$ cat config.mk
export PLATFORM = sky130hd
export DESIGN_NAME = segment_lcd_digit_writer_core
export DESIGN_NICKNAME = d
export VERILOG_FILES = /design/src/design/sldw_pkg.sv /design/src/design/sldw_front.sv /design/src/design/sldw_queue.sv /design/src/design/sldw_back.sv /design/src/design/segment_lcd_digit_writer_core.sv
export SDC_FILE = /design/constraint.sdc
export NUM_CORES = 1
export LEC_CHECK = 0
export BUFFER_PORTS_ARGS = -buffer_cell sky130_fd_sc_hd__buf_2
export CORE_MARGIN = 10
export CORE_UTILIZATION = 62
export CTS_CLUSTER_DIAMETER = 80
export DETAILED_ROUTE_END_ITERATION = 6
export PLACE_DENSITY = 0.81
export SYNTH_ARGS = -nofsm -noshare
export SYNTH_HDL_FRONTEND = slang
export SYNTH_SLANG_ARGS = --single-unit
$ cat constraint.sdc
create_clock -name i_clk -period 6.8 [get_ports i_clk]
set_clock_uncertainty 0.2 [all_clocks]
set_input_delay 1.7 -clock i_clk [delete_from_list [all_inputs] [get_ports i_clk]]
set_output_delay 1.7 -clock i_clk [all_outputs]
set_load 0.02 [all_outputs]
$ cat src/design/sldw_pkg.sv
// Shared types, constants and segment table for the segment LCD digit writer.
// No dependencies; every other file of the block refers to it by scoped names.
`default_nettype none

package sldw_pkg;

    localparam int NUM_DIGITS   = 4;
    localparam int SHADOW_DEPTH = NUM_DIGITS + 1;
    localparam int IDX_W        = $clog2(SHADOW_DEPTH);
    localparam int STEP_W       = $clog2(NUM_DIGITS);
    localparam int MODE_W       = 2;
    localparam int VALUE_W      = 14;
    localparam int POS_W        = 4;
    localparam int ADDR_W       = 5;
    localparam int DATA_W       = 8;
    localparam int DIGIT_W      = 4;

    localparam logic [VALUE_W-1:0] MAX_NUMBER  = 14'd9999;
    localparam logic [VALUE_W-1:0] MAX_DIGIT   = 14'd9;
    localparam logic [VALUE_W-1:0] TOP_WEIGHT  = 14'd1000;
    localparam logic [POS_W-1:0]   MAX_DIG_POS = 4'd4;
    localparam logic [POS_W-1:0]   MAX_DOT_POS = 4'd3;
    localparam logic [DATA_W-1:0]  FLAG_BIT    = 8'h10;

    typedef enum logic [MODE_W-1:0] {
        MODE_NUMBER = 2'd0,
        MODE_DIGIT  = 2'd1,
        MODE_DOT    = 2'd2,
        MODE_COLON  = 2'd3
    } t_mode;

    typedef enum logic [1:0] {
        KIND_NUMBER = 2'd0,
        KIND_DIGIT  = 2'd1,
        KIND_FLAG   = 2'd2,
        KIND_REJECT = 2'd3
    } t_kind;

    typedef struct packed {
        t_kind               kind;
        logic [IDX_W-1:0]    idx;
        logic [VALUE_W-1:0]  value;
        logic                flag_on;
    } t_cmd;

    typedef struct packed {
        logic                accepted;
        logic                clear_all;
        logic                write_enable;
        logic [ADDR_W-1:0]   ram_address;
        logic [DATA_W-1:0]   ram_data;
        logic                last;
    } t_result;

    function automatic logic [DATA_W-1:0] digit_code(input logic [DIGIT_W-1:0] d);
        logic [DATA_W-1:0] code;
        case (d)
            4'd0:    code = 8'hEB;
            4'd1:    code = 8'h0A;
            4'd2:    code = 8'hAD;
            4'd3:    code = 8'h8F;
            4'd4:    code = 8'h4E;
            4'd5:    code = 8'hC7;
            4'd6:    code = 8'hE7;
            4'd7:    code = 8'h8A;
            4'd8:    code = 8'hEF;
            4'd9:    code = 8'hCF;
            default: code = 8'h00;
        endcase
        return code;
    endfunction

    function automatic logic [VALUE_W-1:0] digit_weight(input logic [DIGIT_W-1:0] q);
        logic [2*VALUE_W-1:0] prod;
        prod = {{(2*VALUE_W-DIGIT_W){1'b0}}, q} * {{VALUE_W{1'b0}}, TOP_WEIGHT};
        return prod[VALUE_W-1:0];
    endfunction

endpackage

`default_nettype wire

$ cat src/design/sldw_front.sv
// Front part: takes command items, checks operands and classifies them into queue entries.
// Depends on sldw_pkg.
`default_nettype none

module sldw_front (
    input  wire logic                          i_in_valid,
    output logic                               o_in_ready,
    input  wire logic [sldw_pkg::MODE_W-1:0]   i_mode,
    input  wire logic [sldw_pkg::VALUE_W-1:0]  i_value_in,
    input  wire logic [sldw_pkg::POS_W-1:0]    i_position,
    input  wire logic                          i_flag_on,
    input  wire logic                          i_full,
    output logic                               o_push,
    output sldw_pkg::t_cmd                     o_cmd
);

    sldw_pkg::t_mode mode;

    assign mode       = sldw_pkg::t_mode'(i_mode);
    assign o_in_ready = !i_full;
    assign o_push     = i_in_valid && !i_full;

    always_comb begin
        o_cmd.kind    = sldw_pkg::KIND_REJECT;
        o_cmd.idx     = '0;
        o_cmd.value   = i_value_in;
        o_cmd.flag_on = i_flag_on;
        case (mode)
            sldw_pkg::MODE_NUMBER: begin
                if (i_value_in <= sldw_pkg::MAX_NUMBER) begin
                    o_cmd.kind = sldw_pkg::KIND_NUMBER;
                end
            end
            sldw_pkg::MODE_DIGIT: begin
                if (i_position <= sldw_pkg::MAX_DIG_POS && i_value_in <= sldw_pkg::MAX_DIGIT) begin
                    o_cmd.kind = sldw_pkg::KIND_DIGIT;
                    o_cmd.idx  = i_position[sldw_pkg::IDX_W-1:0];
                end
            end
            sldw_pkg::MODE_DOT: begin
                if (i_position <= sldw_pkg::MAX_DOT_POS) begin
                    o_cmd.kind = sldw_pkg::KIND_FLAG;
                    o_cmd.idx  = i_position[sldw_pkg::IDX_W-1:0] + sldw_pkg::IDX_W'(1);
                end
            end
            sldw_pkg::MODE_COLON: begin
                o_cmd.kind = sldw_pkg::KIND_FLAG;
            end
            default: begin
                o_cmd.kind = sldw_pkg::KIND_REJECT;
            end
        endcase
    end

endmodule

`default_nettype wire

$ cat src/design/sldw_queue.sv
// Short command queue between the front and back parts of the digit writer.
// Depends on sldw_pkg for the entry type.
`default_nettype none

module sldw_queue #(
    parameter int DEPTH = 2
) (
    input  wire logic      i_clk,
    input  wire logic      i_rst_n,
    input  wire logic      i_push,
    input  sldw_pkg::t_cmd i_cmd,
    output logic           o_full,
    input  wire logic      i_pop,
    output logic           o_valid,
    output sldw_pkg::t_cmd o_cmd
);

    localparam int PTR_W = $clog2(DEPTH);
    localparam int CNT_W = $clog2(DEPTH + 1);

    sldw_pkg::t_cmd   r_mem [DEPTH];
    logic [PTR_W-1:0] r_wr_ptr, n_wr_ptr;
    logic [PTR_W-1:0] r_rd_ptr, n_rd_ptr;
    logic [CNT_W-1:0] r_count, n_count;

    assign o_full  = (r_count == CNT_W'(DEPTH));
    assign o_valid = (r_count != '0);
    assign o_cmd   = r_mem[r_rd_ptr];

    always_comb begin
        n_wr_ptr = r_wr_ptr;
        n_rd_ptr = r_rd_ptr;
        n_count  = r_count;
        if (i_push) begin
            n_wr_ptr = (r_wr_ptr == PTR_W'(DEPTH - 1)) ? '0 : r_wr_ptr + PTR_W'(1);
        end
        if (i_pop) begin
            n_rd_ptr = (r_rd_ptr == PTR_W'(DEPTH - 1)) ? '0 : r_rd_ptr + PTR_W'(1);
        end
        if (i_push && !i_pop) begin
            n_count = r_count + CNT_W'(1);
        end else if (i_pop && !i_push) begin
            n_count = r_count - CNT_W'(1);
        end
    end

    always_ff @(posedge i_clk) begin
        if (!i_rst_n) begin
            r_wr_ptr <= '0;
            r_rd_ptr <= '0;
            r_count  <= '0;
        end else begin
            r_wr_ptr <= n_wr_ptr;
            r_rd_ptr <= n_rd_ptr;
            r_count  <= n_count;
        end
    end

    always_ff @(posedge i_clk) begin
        if (i_push) begin
            r_mem[r_wr_ptr] <= i_cmd;
        end
    end

endmodule

`default_nettype wire

$ cat src/design/sldw_back.sv
// Back part: keeps the segment shadow, splits numbers into digits one per cycle while the
// result stage can take them, and drives the registered result stage. Depends on sldw_pkg.
`default_nettype none

module sldw_back (
    input  wire logic        i_clk,
    input  wire logic        i_rst_n,
    input  wire logic        i_cmd_valid,
    input  sldw_pkg::t_cmd   i_cmd,
    output logic             o_pop,
    output logic             o_out_valid,
    input  wire logic        i_out_ready,
    output sldw_pkg::t_result o_result
);

    typedef enum logic [1:0] {
        ST_IDLE   = 2'b01,
        ST_DIGITS = 2'b10
    } t_back_state;

    t_back_state                     r_state, n_state;
    logic [sldw_pkg::STEP_W-1:0]     r_step, n_step;
    logic [sldw_pkg::VALUE_W-1:0]    r_rem, n_rem;
    logic [sldw_pkg::DATA_W-1:0]     r_shadow [sldw_pkg::SHADOW_DEPTH];
    logic                            r_out_valid, n_out_valid;
    sldw_pkg::t_result               r_out, n_out;

    logic                            can_emit;
    logic                            emit;
    logic                            sh_we;
    logic [sldw_pkg::IDX_W-1:0]      sh_idx;
    logic [sldw_pkg::DATA_W-1:0]     sh_data;
    logic [sldw_pkg::DIGIT_W-1:0]    q;
    logic [sldw_pkg::VALUE_W-1:0]    rem_low;
    logic [sldw_pkg::VALUE_W-1:0]    rem_next;
    logic [sldw_pkg::DATA_W-1:0]     head_entry;
    sldw_pkg::t_result               res;

    assign can_emit    = !r_out_valid || i_out_ready;
    assign o_out_valid = r_out_valid;
    assign o_result    = r_out;
    assign head_entry  = r_shadow[i_cmd.idx];

    // The leading digit is the number of thousand multiples that fit in the remainder.
    always_comb begin
        q = '0;
        for (int k = 1; k <= 9; k++) begin
            if (r_rem >= sldw_pkg::digit_weight(sldw_pkg::DIGIT_W'(k))) begin
                q = sldw_pkg::DIGIT_W'(k);
            end
        end
        rem_low  = r_rem - sldw_pkg::digit_weight(q);
        rem_next = (rem_low << 3) + (rem_low << 1);
    end

    always_comb begin
        n_state = r_state;
        n_step  = r_step;
        n_rem   = r_rem;
        emit    = 1'b0;
        o_pop   = 1'b0;
        sh_we   = 1'b0;
        sh_idx  = i_cmd.idx;
        sh_data = '0;
        res     = '0;
        case (r_state)
            ST_IDLE: begin
                if (i_cmd_valid && can_emit) begin
                    o_pop = 1'b1;
                    emit  = 1'b1;
                    case (i_cmd.kind)
                        sldw_pkg::KIND_NUMBER: begin
                            res.accepted  = 1'b1;
                            res.clear_all = 1'b1;
                            n_state       = ST_DIGITS;
                            n_step        = '0;
                            n_rem         = i_cmd.value;
                        end
                        sldw_pkg::KIND_DIGIT: begin
                            sh_we   = 1'b1;
                            sh_data = (head_entry & sldw_pkg::FLAG_BIT)
                                    | sldw_pkg::digit_code(i_cmd.value[sldw_pkg::DIGIT_W-1:0]);
                            res.accepted     = 1'b1;
                            res.write_enable = 1'b1;
                            res.ram_address  = sldw_pkg::ADDR_W'({i_cmd.idx, 1'b0});
                            res.ram_data     = sh_data;
                            res.last         = 1'b1;
                        end
                        sldw_pkg::KIND_FLAG: begin
                            sh_we   = 1'b1;
                            sh_data = i_cmd.flag_on ? (head_entry | sldw_pkg::FLAG_BIT)
                                                    : (head_entry & ~sldw_pkg::FLAG_BIT);
                            res.accepted     = 1'b1;
                            res.write_enable = 1'b1;
                            res.ram_address  = sldw_pkg::ADDR_W'({i_cmd.idx, 1'b0});
                            res.ram_data     = sh_data;
                            res.last         = 1'b1;
                        end
                        default: begin
                            res.last = 1'b1;
                        end
                    endcase
                end
            end
            ST_DIGITS: begin
                if (can_emit) begin
                    emit             = 1'b1;
                    sh_we            = 1'b1;
                    sh_idx           = sldw_pkg::IDX_W'(r_step);
                    sh_data          = sldw_pkg::digit_code(q);
                    res.accepted     = 1'b1;
                    res.write_enable = 1'b1;
                    res.ram_address  = sldw_pkg::ADDR_W'({r_step, 1'b0});
                    res.ram_data     = sh_data;
                    res.last         = (r_step == sldw_pkg::STEP_W'(sldw_pkg::NUM_DIGITS - 1));
                    n_rem            = rem_next;
                    n_step           = r_step + sldw_pkg::STEP_W'(1);
                    if (res.last) begin
                        n_state = ST_IDLE;
                    end
                end
            end
            default: begin
                n_state = ST_IDLE;
            end
        endcase

        n_out_valid = r_out_valid;
        n_out       = r_out;
        if (emit) begin
            n_out_valid = 1'b1;
            n_out       = res;
        end else if (i_out_ready) begin
            n_out_valid = 1'b0;
        end
    end

    always_ff @(posedge i_clk) begin
        if (!i_rst_n) begin
            r_state     <= ST_IDLE;
            r_step      <= '0;
            r_out_valid <= 1'b0;
            for (int i = 0; i < sldw_pkg::SHADOW_DEPTH; i++) begin
                r_shadow[i] <= '0;
            end
        end else begin
            r_state     <= n_state;
            r_step      <= n_step;
            r_out_valid <= n_out_valid;
            if (sh_we) begin
                r_shadow[sh_idx] <= sh_data;
            end
        end
    end

    always_ff @(posedge i_clk) begin
        r_rem <= n_rem;
        r_out <= n_out;
    end

endmodule

`default_nettype wire

$ cat src/design/segment_lcd_digit_writer_core.sv
// A command is first written into the queue; the back part then registers its result in the result stage.
// Results: each single-write or rejected command gives one result and each number command five,
// emitted by the back sequencer at one display RAM result per cycle while the output is not stalled.
// The front keeps accepting items while the command queue has room.
// Reset (synchronous, active low) empties the queue and result stage and zeroes the shadow.
// Depends on sldw_pkg, sldw_front, sldw_queue and sldw_back.
`default_nettype none

module segment_lcd_digit_writer_core #(
    parameter int QUEUE_DEPTH = 2
) (
    input  wire logic                          i_clk,
    input  wire logic                          i_rst_n,
    input  wire logic                          i_in_valid,
    output logic                               o_in_ready,
    input  wire logic [sldw_pkg::MODE_W-1:0]   i_mode,
    input  wire logic [sldw_pkg::VALUE_W-1:0]  i_value_in,
    input  wire logic [sldw_pkg::POS_W-1:0]    i_position,
    input  wire logic                          i_flag_on,
    output logic                               o_out_valid,
    input  wire logic                          i_out_ready,
    output logic                               o_accepted,
    output logic                               o_clear_all,
    output logic                               o_write_enable,
    output logic [sldw_pkg::ADDR_W-1:0]        o_ram_address,
    output logic [sldw_pkg::DATA_W-1:0]        o_ram_data,
    output logic                               o_last
);

    logic              push;
    logic              full;
    logic              pop;
    logic              head_valid;
    sldw_pkg::t_cmd    front_cmd;
    sldw_pkg::t_cmd    head_cmd;
    sldw_pkg::t_result result;

    sldw_front u_front (
        .i_in_valid (i_in_valid),
        .o_in_ready (o_in_ready),
        .i_mode     (i_mode),
        .i_value_in (i_value_in),
        .i_position (i_position),
        .i_flag_on  (i_flag_on),
        .i_full     (full),
        .o_push     (push),
        .o_cmd      (front_cmd)
    );

    sldw_queue #(
        .DEPTH (QUEUE_DEPTH)
    ) u_queue (
        .i_clk   (i_clk),
        .i_rst_n (i_rst_n),
        .i_push  (push),
        .i_cmd   (front_cmd),
        .o_full  (full),
        .i_pop   (pop),
        .o_valid (head_valid),
        .o_cmd   (head_cmd)
    );

    sldw_back u_back (
        .i_clk       (i_clk),
        .i_rst_n     (i_rst_n),
        .i_cmd_valid (head_valid),
        .i_cmd       (head_cmd),
        .o_pop       (pop),
        .o_out_valid (o_out_valid),
        .i_out_ready (i_out_ready),
        .o_result    (result)
    );

    assign o_accepted     = result.accepted;
    assign o_clear_all    = result.clear_all;
    assign o_write_enable = result.write_enable;
    assign o_ram_address  = result.ram_address;
    assign o_ram_data     = result.ram_data;
    assign o_last         = result.last;

endmodule

`default_nettype wire

==> results.toml <==
[run_status]
status = "complete, no violations"

[worst_setup_path]
worstSetupEndpointType = "flop"
critical_path.top_delay_family = "adder cells"
crit_slowest_cell = "edfxtp_1"
worstPathRequired_ns = 6.76
arrival_ns = 6.41
cp_max_fo = 10
cp_common_cell = "ha_1"
cp_slowest_stage_delay_ns = 0.60
regToRegSetupSlack_ns = 0.35
path_buf_inv = 1
reg2reg_to = "u_back.r_rem[13]"
startpoint_type = "flop"
critical_path_class = "reg2reg"
r2r_cells = 22
path_cells = "o211ai_1 > o21ai_2 > o21ai_0 > and2_2 > inv_1 > ha_1 > ha_1 > xor2_1 > fa_1 > ha_1 > and3_1 > a21oi_1 > nand3b_1 > xor2_2 > ha_1 > nor3_1 > nor2_1 > o41ai_2 > a2111o_1 > o311a_1 > xnor3_1 > a21oi_1"
r2r-start = "u_back.r_rem[10]"

[clock_network]
cts_hold_buf = 0
cts_max_path_buffers = 2
root_buffer = "clkbuf_16"
clk_pin_slew_ns = 0.06
cts_buffers = 17
clock_latency_ns = 0.43
htreeDepth = 4
cts_tree = "yes"
clock_sinks = 143

[sta]
hold_violations = 0
timing.slew.headroom_pct = 39.0
report.final.slew_viol_count = 0
min_period_ns = 6.45
clock.fmax_mhz = 155
fin_crit_sh_pct = 94.9
finalSetupViolations = 0
worstMarginPinSlew_ns = 0.890

[die]
fp-row-count = 41
die_area_um2 = 18200
die_w_um = 135
die_y_um = 135
pin_count = 44
start_util_pct = 64.0
core_area_um2 = 12800

[cells_and_area]
fin_nets = 815
regArea_um2 = 4190
multiInputGateArea_um2 = 3730
diodes = 0
nFillCells = 839
final_area_um2 = 9210
final_layout_size_suffix_gt1_share_pct = 16.9
syn_to_final_growth_pct = 12.6
post-route-util_pct = 72.1

[drt]
route.met3.wl_mm = 1.16
wire_per_inst_um = 20.5
wirelength_mm = 18.7
dr_wl_met2_mm = 9.59
avgViaCountPerCell = 6.19
drcViolationCount = 0
first_pass_iters = 5
dr.max_layer_used = "met4"
drt-met1-wl_mm = 7.62
drt-initial-drc-count = 508
ant_nets = 0
num_vias = 5642

[synth]
async_flop_share_pct = 0
yosysSeqAreaShare_pct = 51.3
synth.distinct_cells = 65
netlist_instances = 680
synth_edf_count = 133
synth.ff_latch_count = 143
ys.warnings.count = 0
synthesis.area_um2 = 8180
syn_area_per_cell_um2 = 12.0
synth-main-ff-cell = "edfxtp_1"

[global_route]
grt_pass1_vias = 5740
grt_max_degree = 33
grt_pass1_wl_mm = 30.1
grtUsageTotal_pct = 21.1
grt_overflow = 0
grt_antenna_before_repair = 0

[worst_hold_path]
hp-class = "reg2reg"
min_delay_path_depth = 1
min_to = "u_back.r_state[0]"
hp-start = "u_back.r_state[0]"

[placed_design]
dpl_cell_area_um2 = 8560
dp_hpwl_mm = 12.8
place.gp.congestion = 0.864
port-buffer-count = 41

[run]
max-cap-violations = 0
-- area by class of cell --
type	count	share of cell area (%)
Clock inverter	15	1.94
Multi-Input combinational cell	464	40.5
Clock buffer	17	4.62
Sequential cell	143	45.5
Inverter	50	2.04
Timing Repair Buffer	51	3.04
Tap cell	172	2.34
-- cell usage in the layout, fill, tap and decap left out, types with 13 or more instances in the layout --
master and instances:
a21o_1 13, clkbuf_16 17, ha_1 55, nor2_1 66, nor2b_1 18, edfxtp_1 133, mux2_2 16, inv_1 50
mux2i_1 21, a21oi_1 34, o21ai_0 34, nand2_1 38, buf_2 41, xnor2_1 16
-- worst max-delay path by stage --
stage	end	cells past startpoint	from
floorplan	u_back.r_rem[13]	25	u_back.r_rem[6]
global placement	u_back.r_rem[13]	20	u_back.r_rem[6]
detailed placement	u_back.r_rem[13]	20	u_back.r_rem[6]
CTS	u_back.r_rem[13]	20	u_back.r_rem[6]
global route	u_back.r_rem[13]	22	u_back.r_rem[10]
finish	u_back.r_rem[13]	22	u_back.r_rem[10]
-- flip-flops by register name, indices dropped and copies added, names as in the netlist, named ones only --
register	flops
u_back.r_step	2
u_back.r_state	2
u_queue.r_rd_ptr	1
u_back.o_result	15
u_queue.r_count	2
u_queue.r_wr_ptr	1
u_queue.r_mem	40
u_back.o_out_valid	1
u_back.r_shadow	64
u_back.r_rem	14
-- metrics by stage --
| stage | setup slack, ns | hold WS (ns) | cells | TNS, ns |
|---|---|---|---|---|
| after CTS | 0.283 | 0.292 | 912 | 0 |
| final | 0.346 | 0.290 | 912 | 0 |
| after floorplan | 0.794 | 0.253 | 681 | 0 |
| after global routing | -0.0435 | 0.319 | 912 | -0.0435 |
| after detailed placement | 0.327 | 0.274 | 880 | 0 |
| after global placement | 0.532 | 0.264 | 880 | 0 |
-- logic make-up (layout without fill, tap and decap cells) --
kind of cell / Yosys count / in the layout / synth area share [%]
and+or+nand+nor: 171 / 171 / 9.93
xor gates and xnor gates: 26 / 26 / 2.95
DFF: 143 / 143 / 51.3
AOI/OAI and AO/OA: 149 / 149 / 12.5
adders and majority gates: 63 / 63 / 10.4
buffers and inverters: 74 / 133 / 3.78
muxes: 53 / 53 / 9.19
other: 1 / 2 / 0.0458
-- what timing repair did --
action                     in CTS  in global routing
resized for setup               0                  7
setup endpoints to repair       0                  1
setup buffers                   0                  0
hold endpoints to repair        0                  0
-- routing by layer --
metal	vias up	track usage [%]
li1	2606	-
met1	2760	26.0
met2	245	35.3
met3	31	4.90
met4	0	7.98
met5	-	0
-- synth_stat cells (3+ instances only) --
cell / count / area share (%)
a211oi_1: 8 / 0.73
mux2_2: 16 / 2.2
o21a_1: 6 / 0.55
buf_1: 3 / 0.14
nand2b_1: 5 / 0.38
clkbuf_1: 10 / 0.46
or3_1: 6 / 0.46
a22oi_1: 4 / 0.37
a31oi_1: 9 / 0.69
o311ai_0: 3 / 0.32
nor2_1: 66 / 3.0
o21bai_1: 6 / 0.55
a21o_1: 13 / 1.2
nor2b_1: 18 / 1.4
nand2_1: 38 / 1.7
buf_2: 5 / 0.31
xnor2_1: 16 / 1.7
a21boi_0: 4 / 0.37
inv_1: 50 / 2.3
xor2_1: 9 / 0.96
nand3_1: 9 / 0.55
mux4_2: 8 / 2.2
a21oi_1: 34 / 2.1
nor3_1: 3 / 0.18
mux2i_1: 22 / 2.7
a22o_1: 7 / 0.75
nor4_1: 3 / 0.23
edfxtp_1: 133 / 49
fa_1: 8 / 2.0
a21boi_2: 3 / 0.41
and3_1: 5 / 0.38
mux4_1: 6 / 1.9
and2_1: 6 / 0.46
ha_1: 55 / 8.4
dfxtp_1: 10 / 2.4
o21ai_0: 34 / 2.1
nor3b_1: 3 / 0.28
Power is not shown: default switching activity piles up to over one toggle a cycle in this logic, so the estimate is an artifact.
